File: src/hw/rtl/lspf_pkg.sv
// ----------------------------------------------------------------------------
// lspf_pkg
// Shared types and constants of the lidar scan packet forwarder.
// ----------------------------------------------------------------------------
`default_nettype none

package lspf_pkg;

   // Frame framing bytes
   localparam logic [7:0] FRAME_HEAD0 = 8'hFD;
   localparam logic [7:0] FRAME_HEAD1 = 8'hFC;
   localparam logic [7:0] FRAME_TAIL  = 8'hFF;

   // Configuration register indexes and reset values
   localparam logic CSR_DIST_LOW_MIN    = 1'b0;
   localparam logic CSR_DIST_HIGH_LIMIT = 1'b1;
   localparam logic [7:0] DIST_LOW_MIN_RESET    = 8'd32;
   localparam logic [7:0] DIST_HIGH_LIMIT_RESET = 8'h0F;

   // Packet queue geometry
   localparam int unsigned QUEUE_DEPTH = 2;
   localparam int unsigned QPTR_W      = $clog2(QUEUE_DEPTH);
   localparam int unsigned QCNT_W      = $clog2(QUEUE_DEPTH + 1);

   // Frame position counter: eight bytes per frame
   localparam int unsigned FRAME_LEN = 8;
   localparam int unsigned FPOS_W    = $clog2(FRAME_LEN);

   // Parser phases
   typedef enum logic [4:0] {
      PH_START = 5'b00001,
      PH_CHECK = 5'b00010,
      PH_THIRD = 5'b00100,
      PH_LOW   = 5'b01000,
      PH_HIGH  = 5'b10000
   } phase_type;

   // One complete scan packet, byte 0 first
   typedef struct packed {
      logic [7:0] b4;
      logic [7:0] b3;
      logic [7:0] b2;
      logic [7:0] b1;
      logic [7:0] b0;
   } packet_type;

   // Queue status seen by its producer and consumer
   typedef struct packed {
      logic full;
      logic empty;
   } qstat_type;

endpackage

`default_nettype wire

File: src/hw/rtl/lspf_parse.sv
// ----------------------------------------------------------------------------
// lspf_parse
// Front end: checks incoming bytes and pushes each complete packet that passes the checks.
// ----------------------------------------------------------------------------
`default_nettype none

module lspf_parse (
   input  wire logic                clock,
   input  wire logic                reset,
   input  wire logic                req_tvalid,
   output logic                     req_tready,
   input  wire logic [7:0]          req_tdata,
   input  wire logic                csr_wen,
   input  wire logic                csr_index,
   input  wire logic [7:0]          csr_wdata,
   input  wire lspf_pkg::qstat_type q_stat,
   output logic                     q_push,
   output lspf_pkg::packet_type     q_data
);
   import lspf_pkg::*;

   phase_type  phase_ff, phase_in;
   logic [7:0] low_min_ff, low_min_in;
   logic [7:0] high_lim_ff, high_lim_in;
   logic [7:0] s0_ff, s1_ff, s2_ff, s3_ff;
   logic       accept;

   // Stall only when a packet would complete into a full queue
   assign req_tready = !((phase_ff == PH_HIGH) && q_stat.full);
   assign accept     = req_tvalid && req_tready;

   assign q_push = accept && (phase_ff == PH_HIGH) && (req_tdata < high_lim_ff);
   assign q_data = '{b4: req_tdata, b3: s3_ff, b2: s2_ff, b1: s1_ff, b0: s0_ff};

   // Advance the phase on each accepted item
   always_comb begin
      phase_in = phase_ff;
      if (accept) begin
         unique case (phase_ff)
            PH_START: phase_in = (req_tdata[0] != req_tdata[1]) ? PH_CHECK : PH_START;
            PH_CHECK: phase_in = req_tdata[0] ? PH_THIRD : PH_START;
            PH_THIRD: phase_in = PH_LOW;
            PH_LOW:   phase_in = (req_tdata > low_min_ff) ? PH_HIGH : PH_START;
            PH_HIGH:  phase_in = PH_START;
            default:  phase_in = PH_START;
         endcase
      end
   end

   // Decode configuration writes
   always_comb begin
      low_min_in  = low_min_ff;
      high_lim_in = high_lim_ff;
      if (csr_wen) begin
         unique case (csr_index)
            CSR_DIST_LOW_MIN:    low_min_in  = csr_wdata;
            CSR_DIST_HIGH_LIMIT: high_lim_in = csr_wdata;
            default:             low_min_in  = low_min_ff;
         endcase
      end
   end

   always_ff @(posedge clock) begin
      if (reset) begin
         phase_ff    <= PH_START;
         low_min_ff  <= DIST_LOW_MIN_RESET;
         high_lim_ff <= DIST_HIGH_LIMIT_RESET;
      end else begin
         phase_ff    <= phase_in;
         low_min_ff  <= low_min_in;
         high_lim_ff <= high_lim_in;
      end
   end

   // Hold the packet bytes; later phases overwrite only on their own byte
   always_ff @(posedge clock) begin
      if (accept && (phase_ff == PH_START)) s0_ff <= req_tdata;
      if (accept && (phase_ff == PH_CHECK)) s1_ff <= req_tdata;
      if (accept && (phase_ff == PH_THIRD)) s2_ff <= req_tdata;
      if (accept && (phase_ff == PH_LOW))   s3_ff <= req_tdata;
   end

endmodule

`default_nettype wire

File: src/hw/rtl/lspf_queue.sv
// ----------------------------------------------------------------------------
// lspf_queue
// Short packet queue between the parser and the frame emitter.
// ----------------------------------------------------------------------------
`default_nettype none

module lspf_queue (
   input  wire logic                 clock,
   input  wire logic                 reset,
   input  wire logic                 push,
   input  wire lspf_pkg::packet_type push_data,
   input  wire logic                 pop,
   output lspf_pkg::packet_type      pop_data,
   output lspf_pkg::qstat_type       stat
);
   import lspf_pkg::*;

   packet_type          entry_ff [QUEUE_DEPTH];
   logic [QPTR_W-1:0]   wptr_ff, wptr_in;
   logic [QPTR_W-1:0]   rptr_ff, rptr_in;
   logic [QCNT_W-1:0]   count_ff, count_in;
   logic                do_push, do_pop;

   assign stat.full  = (count_ff == QCNT_W'(QUEUE_DEPTH));
   assign stat.empty = (count_ff == '0);
   assign do_push    = push && !stat.full;
   assign do_pop     = pop && !stat.empty;
   assign pop_data   = entry_ff[rptr_ff];

   // Advance pointers and occupancy
   always_comb begin
      wptr_in  = wptr_ff;
      rptr_in  = rptr_ff;
      count_in = count_ff;
      if (do_push) begin
         wptr_in = (wptr_ff == QPTR_W'(QUEUE_DEPTH - 1)) ? '0 : wptr_ff + 1'b1;
      end
      if (do_pop) begin
         rptr_in = (rptr_ff == QPTR_W'(QUEUE_DEPTH - 1)) ? '0 : rptr_ff + 1'b1;
      end
      case ({do_push, do_pop})
         2'b10:   count_in = count_ff + 1'b1;
         2'b01:   count_in = count_ff - 1'b1;
         default: count_in = count_ff;
      endcase
   end

   always_ff @(posedge clock) begin
      if (reset) begin
         wptr_ff  <= '0;
         rptr_ff  <= '0;
         count_ff <= '0;
      end else begin
         wptr_ff  <= wptr_in;
         rptr_ff  <= rptr_in;
         count_ff <= count_in;
      end
   end

   // Store the pushed packet
   always_ff @(posedge clock) begin
      if (do_push) entry_ff[wptr_ff] <= push_data;
   end

endmodule

`default_nettype wire

File: src/hw/rtl/lspf_emit.sv
// ----------------------------------------------------------------------------
// lspf_emit
// Back end: turns each queued packet into an eight-byte output frame.
// ----------------------------------------------------------------------------
`default_nettype none

module lspf_emit (
   input  wire logic                 clock,
   input  wire logic                 reset,
   input  wire lspf_pkg::qstat_type  q_stat,
   input  wire lspf_pkg::packet_type q_data,
   output logic                      q_pop,
   output logic                      rsp_tvalid,
   input  wire logic                 rsp_tready,
   output logic [7:0]                rsp_tdata,
   output logic                      rsp_tlast
);
   import lspf_pkg::*;

   logic              busy_ff, busy_in;
   logic [FPOS_W-1:0] pos_ff, pos_in;
   packet_type        pkt_ff;
   logic              take, done;

   assign rsp_tvalid = busy_ff;
   assign take       = busy_ff && rsp_tready;
   assign done       = take && (pos_ff == FPOS_W'(FRAME_LEN - 1));
   assign q_pop      = !q_stat.empty && (!busy_ff || done);

   // Select the frame byte at the current position
   always_comb begin
      case (pos_ff)
         3'd0:    rsp_tdata = FRAME_HEAD0;
         3'd1:    rsp_tdata = FRAME_HEAD1;
         3'd2:    rsp_tdata = pkt_ff.b0;
         3'd3:    rsp_tdata = pkt_ff.b1;
         3'd4:    rsp_tdata = pkt_ff.b2;
         3'd5:    rsp_tdata = pkt_ff.b3;
         3'd6:    rsp_tdata = pkt_ff.b4;
         default: rsp_tdata = FRAME_TAIL;
      endcase
   end
   assign rsp_tlast = (pos_ff == FPOS_W'(FRAME_LEN - 1));

   // Step through the frame, reload from the queue at its end or when idle
   always_comb begin
      busy_in = busy_ff;
      pos_in  = pos_ff;
      if (take) pos_in = pos_ff + 1'b1;
      if (done) busy_in = 1'b0;
      if (q_pop) begin
         busy_in = 1'b1;
         pos_in  = '0;
      end
   end

   always_ff @(posedge clock) begin
      if (reset) begin
         busy_ff <= 1'b0;
         pos_ff  <= '0;
      end else begin
         busy_ff <= busy_in;
         pos_ff  <= pos_in;
      end
   end

   always_ff @(posedge clock) begin
      if (q_pop) pkt_ff <= q_data;
   end

endmodule

`default_nettype wire

File: src/hw/rtl/lidar_scan_packet_forwarder.sv
// ----------------------------------------------------------------------------
// lidar_scan_packet_forwarder
// Finds checked 5-byte lidar scan packets and forwards each as a framed
// 8-byte burst: FD, FC, five packet bytes, FF.
//
//   channel  dir  handshake          payload
//   req      in   tvalid/tready      tdata[7:0] rx_byte
//   rsp      out  tvalid/tready      tdata[7:0] tx_byte, tlast frame_last
//   csr      in   wen (no wait)      index[0], wdata[7:0]
//
// One byte is accepted per cycle while req_tready is high. A finished packet
// enters a two-entry queue and leaves as eight bytes, one per rsp handshake;
// that output serializer sets the sustained frame rate.
// req_tready drops only on the last byte of a packet while the queue is full.
// Reset is synchronous, active high, and restores the register defaults.
// ----------------------------------------------------------------------------
`default_nettype none

module lidar_scan_packet_forwarder (
   input  wire logic       clock,
   input  wire logic       reset,
   input  wire logic       req_tvalid,
   output logic            req_tready,
   input  wire logic [7:0] req_tdata,   // [7:0] rx_byte
   output logic            rsp_tvalid,
   input  wire logic       rsp_tready,
   output logic [7:0]      rsp_tdata,   // [7:0] tx_byte
   output logic            rsp_tlast,
   input  wire logic       csr_wen,
   input  wire logic       csr_index,
   input  wire logic [7:0] csr_wdata
);
   import lspf_pkg::*;

   qstat_type  q_stat;
   packet_type push_data, pop_data;
   logic       push, pop;

   lspf_parse u_parse (
      .clock      (clock),
      .reset      (reset),
      .req_tvalid (req_tvalid),
      .req_tready (req_tready),
      .req_tdata  (req_tdata),
      .csr_wen    (csr_wen),
      .csr_index  (csr_index),
      .csr_wdata  (csr_wdata),
      .q_stat     (q_stat),
      .q_push     (push),
      .q_data     (push_data)
   );

   lspf_queue u_queue (
      .clock     (clock),
      .reset     (reset),
      .push      (push),
      .push_data (push_data),
      .pop       (pop),
      .pop_data  (pop_data),
      .stat      (q_stat)
   );

   lspf_emit u_emit (
      .clock      (clock),
      .reset      (reset),
      .q_stat     (q_stat),
      .q_data     (pop_data),
      .q_pop      (pop),
      .rsp_tvalid (rsp_tvalid),
      .rsp_tready (rsp_tready),
      .rsp_tdata  (rsp_tdata),
      .rsp_tlast  (rsp_tlast)
   );

endmodule

`default_nettype wire
File: config.mk
export PLATFORM = sky130hd
export DESIGN_NAME = lidar_scan_packet_forwarder
export DESIGN_NICKNAME = d
export VERILOG_FILES = /design/src/hw/rtl/lspf_pkg.sv /design/src/hw/rtl/lspf_parse.sv /design/src/hw/rtl/lspf_queue.sv /design/src/hw/rtl/lspf_emit.sv /design/src/hw/rtl/lidar_scan_packet_forwarder.sv
export SDC_FILE = /design/constraint.sdc
export NUM_CORES = 1
export LEC_CHECK = 0
export BUFFER_PORTS_ARGS = -buffer_cell sky130_fd_sc_hd__buf_4
export CAP_MARGIN = 20
export CORE_MARGIN = 4
export CORE_UTILIZATION = 60
export DETAILED_ROUTE_END_ITERATION = 8
export PLACE_DENSITY = 0.78
export SLEW_MARGIN = 15
export SYNTH_ARGS = -nofsm -noshare
export SYNTH_HDL_FRONTEND = slang
export SYNTH_SLANG_ARGS = --single-unit
File: constraint.sdc
create_clock -name clock -period 5.3 [get_ports clock]
set_clock_uncertainty 0.05 [all_clocks]
set_input_delay 0.265 -clock clock [delete_from_list [all_inputs] [get_ports clock]]
set_output_delay 0.265 -clock clock [all_outputs]
set_load 0.02 [all_outputs]
==> flow_summary.toml, run 1 <==
[placement]
dp.cells = 612
post-dp-hpwl_um = 8305
gp_congestion = 0.8130
numPortBuffers = 32

[route]
final_antenna_net_count = 0
drt_drc_violations_left = 0
drtIter0Drc = 290
firstDrtPassIters = 5
detail_route.vias_per_cell = 5.845
totalWireLength_um = 12860
wl_per_cell_um = 19.97
num_vias = 3764

[critical_path]
worstSetupPathType = "register to primary output"
cpPeakStageDelay_ns = 0.67
crit_fanout = 12
endpoint = "rsp_tdata[4]"
r2r-end = "u_queue.entry_ff[1][30]"
rr_startpoint = "u_parse.high_lim_ff[1]"
crit_arrival_ns = 2.68
start_kind = "register"
critPathSlowestCell = "dfxtp_1"
cp_top_family = "flip-flops"
startpoint = "u_emit.pos_ff[2]"
cp-end-kind = "primary output"
rrSetupSlack_ns = 2.95
worstPathRequired_ns = 4.99
path_depth = 7
r2r_cells = 8
crit_buf_inv = 2
cp_cell_sequence = "inv_1, ha_1, nor2_1, nand2_1, o21a_1, o211ai_1, buf_4"

[yosys]
netlist_area_um2 = 7041
synthFlopType = "edfxtp_1"
ys_async_sr_fraction = 0
synth_cell_type_count = 44
synthCells = 448
ys_seq_area_frac = 0.7308
synth_edf_count = 152
ys_top_cells_by_area = "edfxtp_1 65%, dfxtp_1 8.2%, mux2_2 7.0%"
syn_avg_cell_area_um2 = 15.72
yosysTopAreaCell = "edfxtp_1"
ys_warn_count = 0
ys_seq_elements = 181
yosysTopAreaCellShare = 0.6483
synth_fp_nets = 492

[pwr]
p_leak_nw = 2.815
power.density_nw_per_um2 = 386.4
power_w = 0.003127
peakVddDrop_mv = 0.2439

[worst_hold_path]
hold_class = "input pin to register"

[cts]
clockBufferDepth = 2
cts_tree = "built"
htreeDepth = 4
path_clk_slew_ns = 0.06
ctsResizeCount = 0
cts_hold_buf = 0
cts_sinks = 181
cts_root_buf = "clkbuf_16"
worstSkewPairLatency_ns = 0.42
cts_made_buffers = 17
post_cts.repair.setup_buffers = 0

[floorplanning]
io_pins = 33
coreArea_um2 = 11470
num_rows = 39
start_util = 0.6140
die_height_um = 116.3
die-area_um2 = 13530
die_w_um = 116.3

[finish]
drive_gt1_frac = 0.2375
layout_common_cells = "152 x edfxtp_1, 44 x mux2_2, 36 x nand2_1, 34 x buf_4, 29 x dfxtp_1"
area_delta_synth_final_pct = 14.95
layout.nets = 532
final_cells = 644
fillers = 707
antenna-diode-count = 0
layout.cells.most_common = "edfxtp_1"

[timing]
holdWs_ns = 0.03817
relSlewSlack = 0.2978
period_share = 0.5650
hold_viol = 0
finalSetupViolCount = 0
max_freq_ghz = 0.3339
tns_ns = 0
slew_violations = 0
tightest_slew_ns = 1.049
rsz0062_at_grt = "false"
min_period_ns = 2.995

[global_routing]
grt_usage = 0.2102
grt_overflow_total = 0
grt_pass1_wl_um = 20590
grt_max_degree = 45
grt_pass1_vias = 3941
antenna_found_initial = 0

[run_status]
outcome = "completed"

[flow_run]
cap_violations = 0
-- worst min path at each step --
| stage | from | end | slack [ns] | depth (start not counted) |
|---|---|---|---|---|
| 2_1_floorplan | req_tdata[0] | u_parse.s0_ff[0] | 0.31 | 0 |
| 3_3_place_gp | u_parse.s1_ff[3] | u_queue.entry_ff[0][11] | 0.37 | 0 |
| 3_5_place_dp | u_parse.s2_ff[6] | u_queue.entry_ff[1][22] | 0.38 | 0 |
| 4_1_cts | csr_wdata[5] | u_parse.low_min_ff[5] | 0.01 | 3 |
| 5_1_grt | req_tdata[4] | u_parse.s2_ff[4] | 0.02 | 1 |
| 6_report | csr_wdata[5] | u_parse.low_min_ff[5] | 0.04 | 3 |
-- worst register-to-register path, cell delays in order (launching register included) --
cell,delay (ns)
dfxtp_1,0.33
inv_1,0.04
ha_1,0.18
or3b_1,0.37
o2111ai_1,0.10
a31oi_1,0.10
nand3b_4,0.22
nor2_4,0.39
buf_12,0.26
-- routing by layer --
layer / track usage / share of wire
met1: 0.2616 / 0.42
met2: 0.3452 / 0.51
met3: 0.06373 / 0.049
met4: 0.08817 / 0.025
met5: 0 / 0
-- state kept, by name, summed over array words and instances (netlist names), 2 cells and up --
register and count:
u_parse.phase_ff 5, u_emit.pkt_ff 40, u_parse.s0_ff 8, u_parse.s1_ff 8, u_parse.s3_ff 8, u_queue.count_ff 2, u_parse.s2_ff 8, u_parse.low_min_ff 8
u_parse.high_lim_ff 8, u_queue.entry_ff 80, u_emit.pos_ff 3
-- kinds of logic after synthesis --
logic type	Yosys count	synth area share
AO/OA/AOI/OAI	56	0.05687
XOR/XNOR	6	0.007465
adder cells (fa/ha/maj)	22	0.03910
buffers and inverters	38	0.02062
flip-flops	181	0.7308
multiplexers	47	0.07535
AND/OR/NAND/NOR	98	0.06985
-- cell type report --
cell class | count | area [um^2] | share of cell area
inverter | 23 | 86.33 | 0.01067
multi-input combinational | 229 | 1782 | 0.2202
clock buffer | 18 | 429.2 | 0.05303
tap | 143 | 178.9 | 0.02211
timing repair buffer | 36 | 295.3 | 0.03649
sequential | 181 | 5145 | 0.6357
clock inverter | 14 | 176.4 | 0.02180
-- power by group --
| part | internal (W) | switching [W] | total, W |
|---|---|---|---|
| clock | 0.000747 | 0.000513 | 0.00126 |
| combinational | 0.000102 | 0.000156 | 0.000258 |
| sequential | 0.00159 | 0.0000223 | 0.00161 |
-- cell usage after synthesis (all sizes together), types with 2 or more instances --
cell type / number
nor2b: 8
edfxtp: 152
buf: 4
dfxtp: 29
a22oi: 2
nor3: 4
nor3b: 4
and4b: 3
nand2: 36
o2111ai: 2
ha: 22
a22o: 2
mux2i: 2
mux2: 45
xnor2: 3
o21a: 3
o211ai: 6
a31oi: 3
xor2: 3
nand4: 2
inv: 23
clkbuf: 11
o21ai: 5
a21oi: 19
a222oi: 7
nand3: 18
nor2: 16
-- stage by stage --
| stage | utilization | worst slack [ns] | area (um^2) |
|---|---|---|---|
| global placement | 0.6494 | 2.500 | 7447 |
| global route | 0.7057 | 2.183 | 8093 |
| floorplan | - | 1.026 | 7041 |
| CTS | 0.7057 | 2.315 | 8093 |
| finish | 0.7057 | 2.305 | 8093 |
| detailed placement | 0.6529 | 2.788 | 7487 |
No activity file was read; power rests on OpenSTA's default activity.
==> inputs of run 2 (changes only) <==
==> constraint.sdc (replaced) <==
create_clock -name clock -period 2.9 [get_ports clock]
set_clock_uncertainty 0.05 [all_clocks]
set_input_delay 0.145 -clock clock [delete_from_list [all_inputs] [get_ports clock]]
set_output_delay 0.145 -clock clock [all_outputs]
set_load 0.02 [all_outputs]
==> flow_summary.toml, run 2 (same netlist as run 1, synthesis figures left out) <==
[placement]
dp.cells = 616
gp_congestion = 0.8442
numPortBuffers = 32
post-dp-hpwl_um = 8334

[critical_path]
crit_arrival_ns = 2.45
worstSetupPathType = "register to primary output"
crit_top_cell = "ha_1"
crit_fanout = 9
r2r_cells = 9
cpPeakStageDelay_ns = 0.44
critPathSlowestCell = "ha_1"
start_kind = "register"
worstPathRequired_ns = 2.71
cp_cell_sequence = "ha_1, ha_1, nor2_1, nand2_1, o21a_1, nand3_1, buf_4"
cp-end-kind = "primary output"

[timing]
finalSetupViolCount = 0
tightest_slew_ns = 0.6368
rsz0062_at_grt = "false"
min_period_ns = 2.649
relSlewSlack = 0.5752
max_freq_ghz = 0.3776
period_share = 0.9133
hold_viol = 0
slew_violations = 0

[route]
firstDrtPassIters = 6
drtIter0Drc = 314
wl_per_cell_um = 19.84
final_antenna_net_count = 0
totalWireLength_um = 13200
detail_route.vias_per_cell = 5.808
drt_drc_violations_left = 0
num_vias = 3862

[finish]
top_register = "u_queue.entry_ff"
area_delta_synth_final_pct = 17.45
layout.cells.most_common = "edfxtp_1"
antenna-diode-count = 0
drive_gt1_frac = 0.2261
final_cells = 665
layout.nets = 555
layout_common_cells = "152 x edfxtp_1, 44 x mux2_2, 38 x buf_4, 36 x nand2_1, 29 x dfxtp_1"
largest_reg_flops = 80
largestRegisters = "u_queue.entry_ff x80, u_emit.pkt_ff x40"

[cts]
cts_made_buffers = 17
htreeDepth = 4
path_clk_slew_ns = 0.06
worstSkewPairLatency_ns = 0.42
ctsResizeCount = 0
cts_sinks = 181
cts_tree = "built"
clockBufferDepth = 2
cts_root_buf = "clkbuf_16"

[pwr]
peakVddDrop_mv = 0.5104
switching_power_w = 0.001219
pwr-share-comb = 0.088
clkPwrFrac = 0.392
power.density_nw_per_um2 = 683.9
sequentialPowerShare = 0.520
p_int_w = 0.004436
p_leak_nw = 2.895
sw_frac_of_total = 0.2156
power_w = 0.005655

[floorplanning]
die_w_um = 116.3
die_height_um = 116.3
die-area_um2 = 13530
io_pins = 33
num_rows = 39
coreArea_um2 = 11470
start_util = 0.6140

[flow_run]
cap_violations = 0

[run_status]
outcome = "completed"

[global_routing]
grt_usage = 0.2132
grt_pass1_wl_um = 21130
grt_max_degree = 45
antenna_found_initial = 0
grt_overflow_total = 0
grt_pass1_vias = 3982

[worst_hold_path]
hold_class = "input pin to register"
hold_path_depth = 4
run 2: path summary, 6_finish.rpt:
| check | start | end | slack, ns |
|---|---|---|---|
| min reg2reg | u_parse.s0_ff[4] | u_queue.entry_ff[0][4] | 0.39 |
| min | req_tvalid | u_parse.phase_ff[1] | 0.03 |
| max reg2reg | u_parse.high_lim_ff[1] | u_queue.count_ff[1] | 0.58 |
| max | u_emit.pos_ff[1] | rsp_tdata[7] | 0.25 |
run 2: metal layers:
layer,GRT usage,up-vias,share of wire
met3,0.04611,23,0.055
met5,0,-,0
li1,-,1818,-
met2,0.3722,129,0.53
met1,0.2587,1892,0.40
met4,0.08662,0,0.020
run 2: repair_timing:
action / CTS / global route
buffers inserted: 0 / 0
hold buffers: 19 / 0
hold endpoints to repair: 64 / 0
run 2: worst max-delay path: cells and delay by family, from the launching register on:
| family | cells | cell delay [ns] |
|---|---|---|
| AO/OA/AOI/OAI | 1 | 0.36 |
| adder cells (fa/ha/maj) | 2 | 0.64 |
| buffers and inverters | 1 | 0.20 |
| flip-flops | 1 | 0.40 |
| AND/OR/NAND/NOR | 3 | 0.43 |
run 2: per-stage QoR:
step | setup slack, ns | setup TNS, ns | instance area (um^2) | util | hold WS (ns)
2_1_floorplan | -0.5354 | -42.83 | 7052 | - | 0.1939
3_3_place_gp | 0.6528 | 0 | 7512 | 0.6551 | 0.3461
4_1_cts | 0.2681 | 0 | 8269 | 0.7211 | 0.006872
6_report | 0.2515 | 0 | 8269 | 0.7211 | 0.02590
3_5_place_dp | 0.6028 | 0 | 7512 | 0.6551 | 0.3530
5_1_grt | 0.1193 | 0 | 8269 | 0.7211 | 0.04533
run 2: layout make-up:
cell class,count,area [um^2]
sequential,181,5145
fill,683,3198
tap,143,178.9
inverter,23,86.33
clock buffer,17,425.4
clock inverter,13,141.4
multi-input combinational,229,1777
timing repair buffer,59,515.5
run 2: power groups by stage:
stage	Combinational (W)	Clock (W)	Sequential [W]
CTS	0.000500	0.00225	0.00294
floorplan	0.000293	0	0.00299
finish	0.000496	0.00222	0.00294
global placement	0.000459	0	0.00299
global route	0.000541	0.00235	0.00295
detailed placement	0.000477	0	0.00300
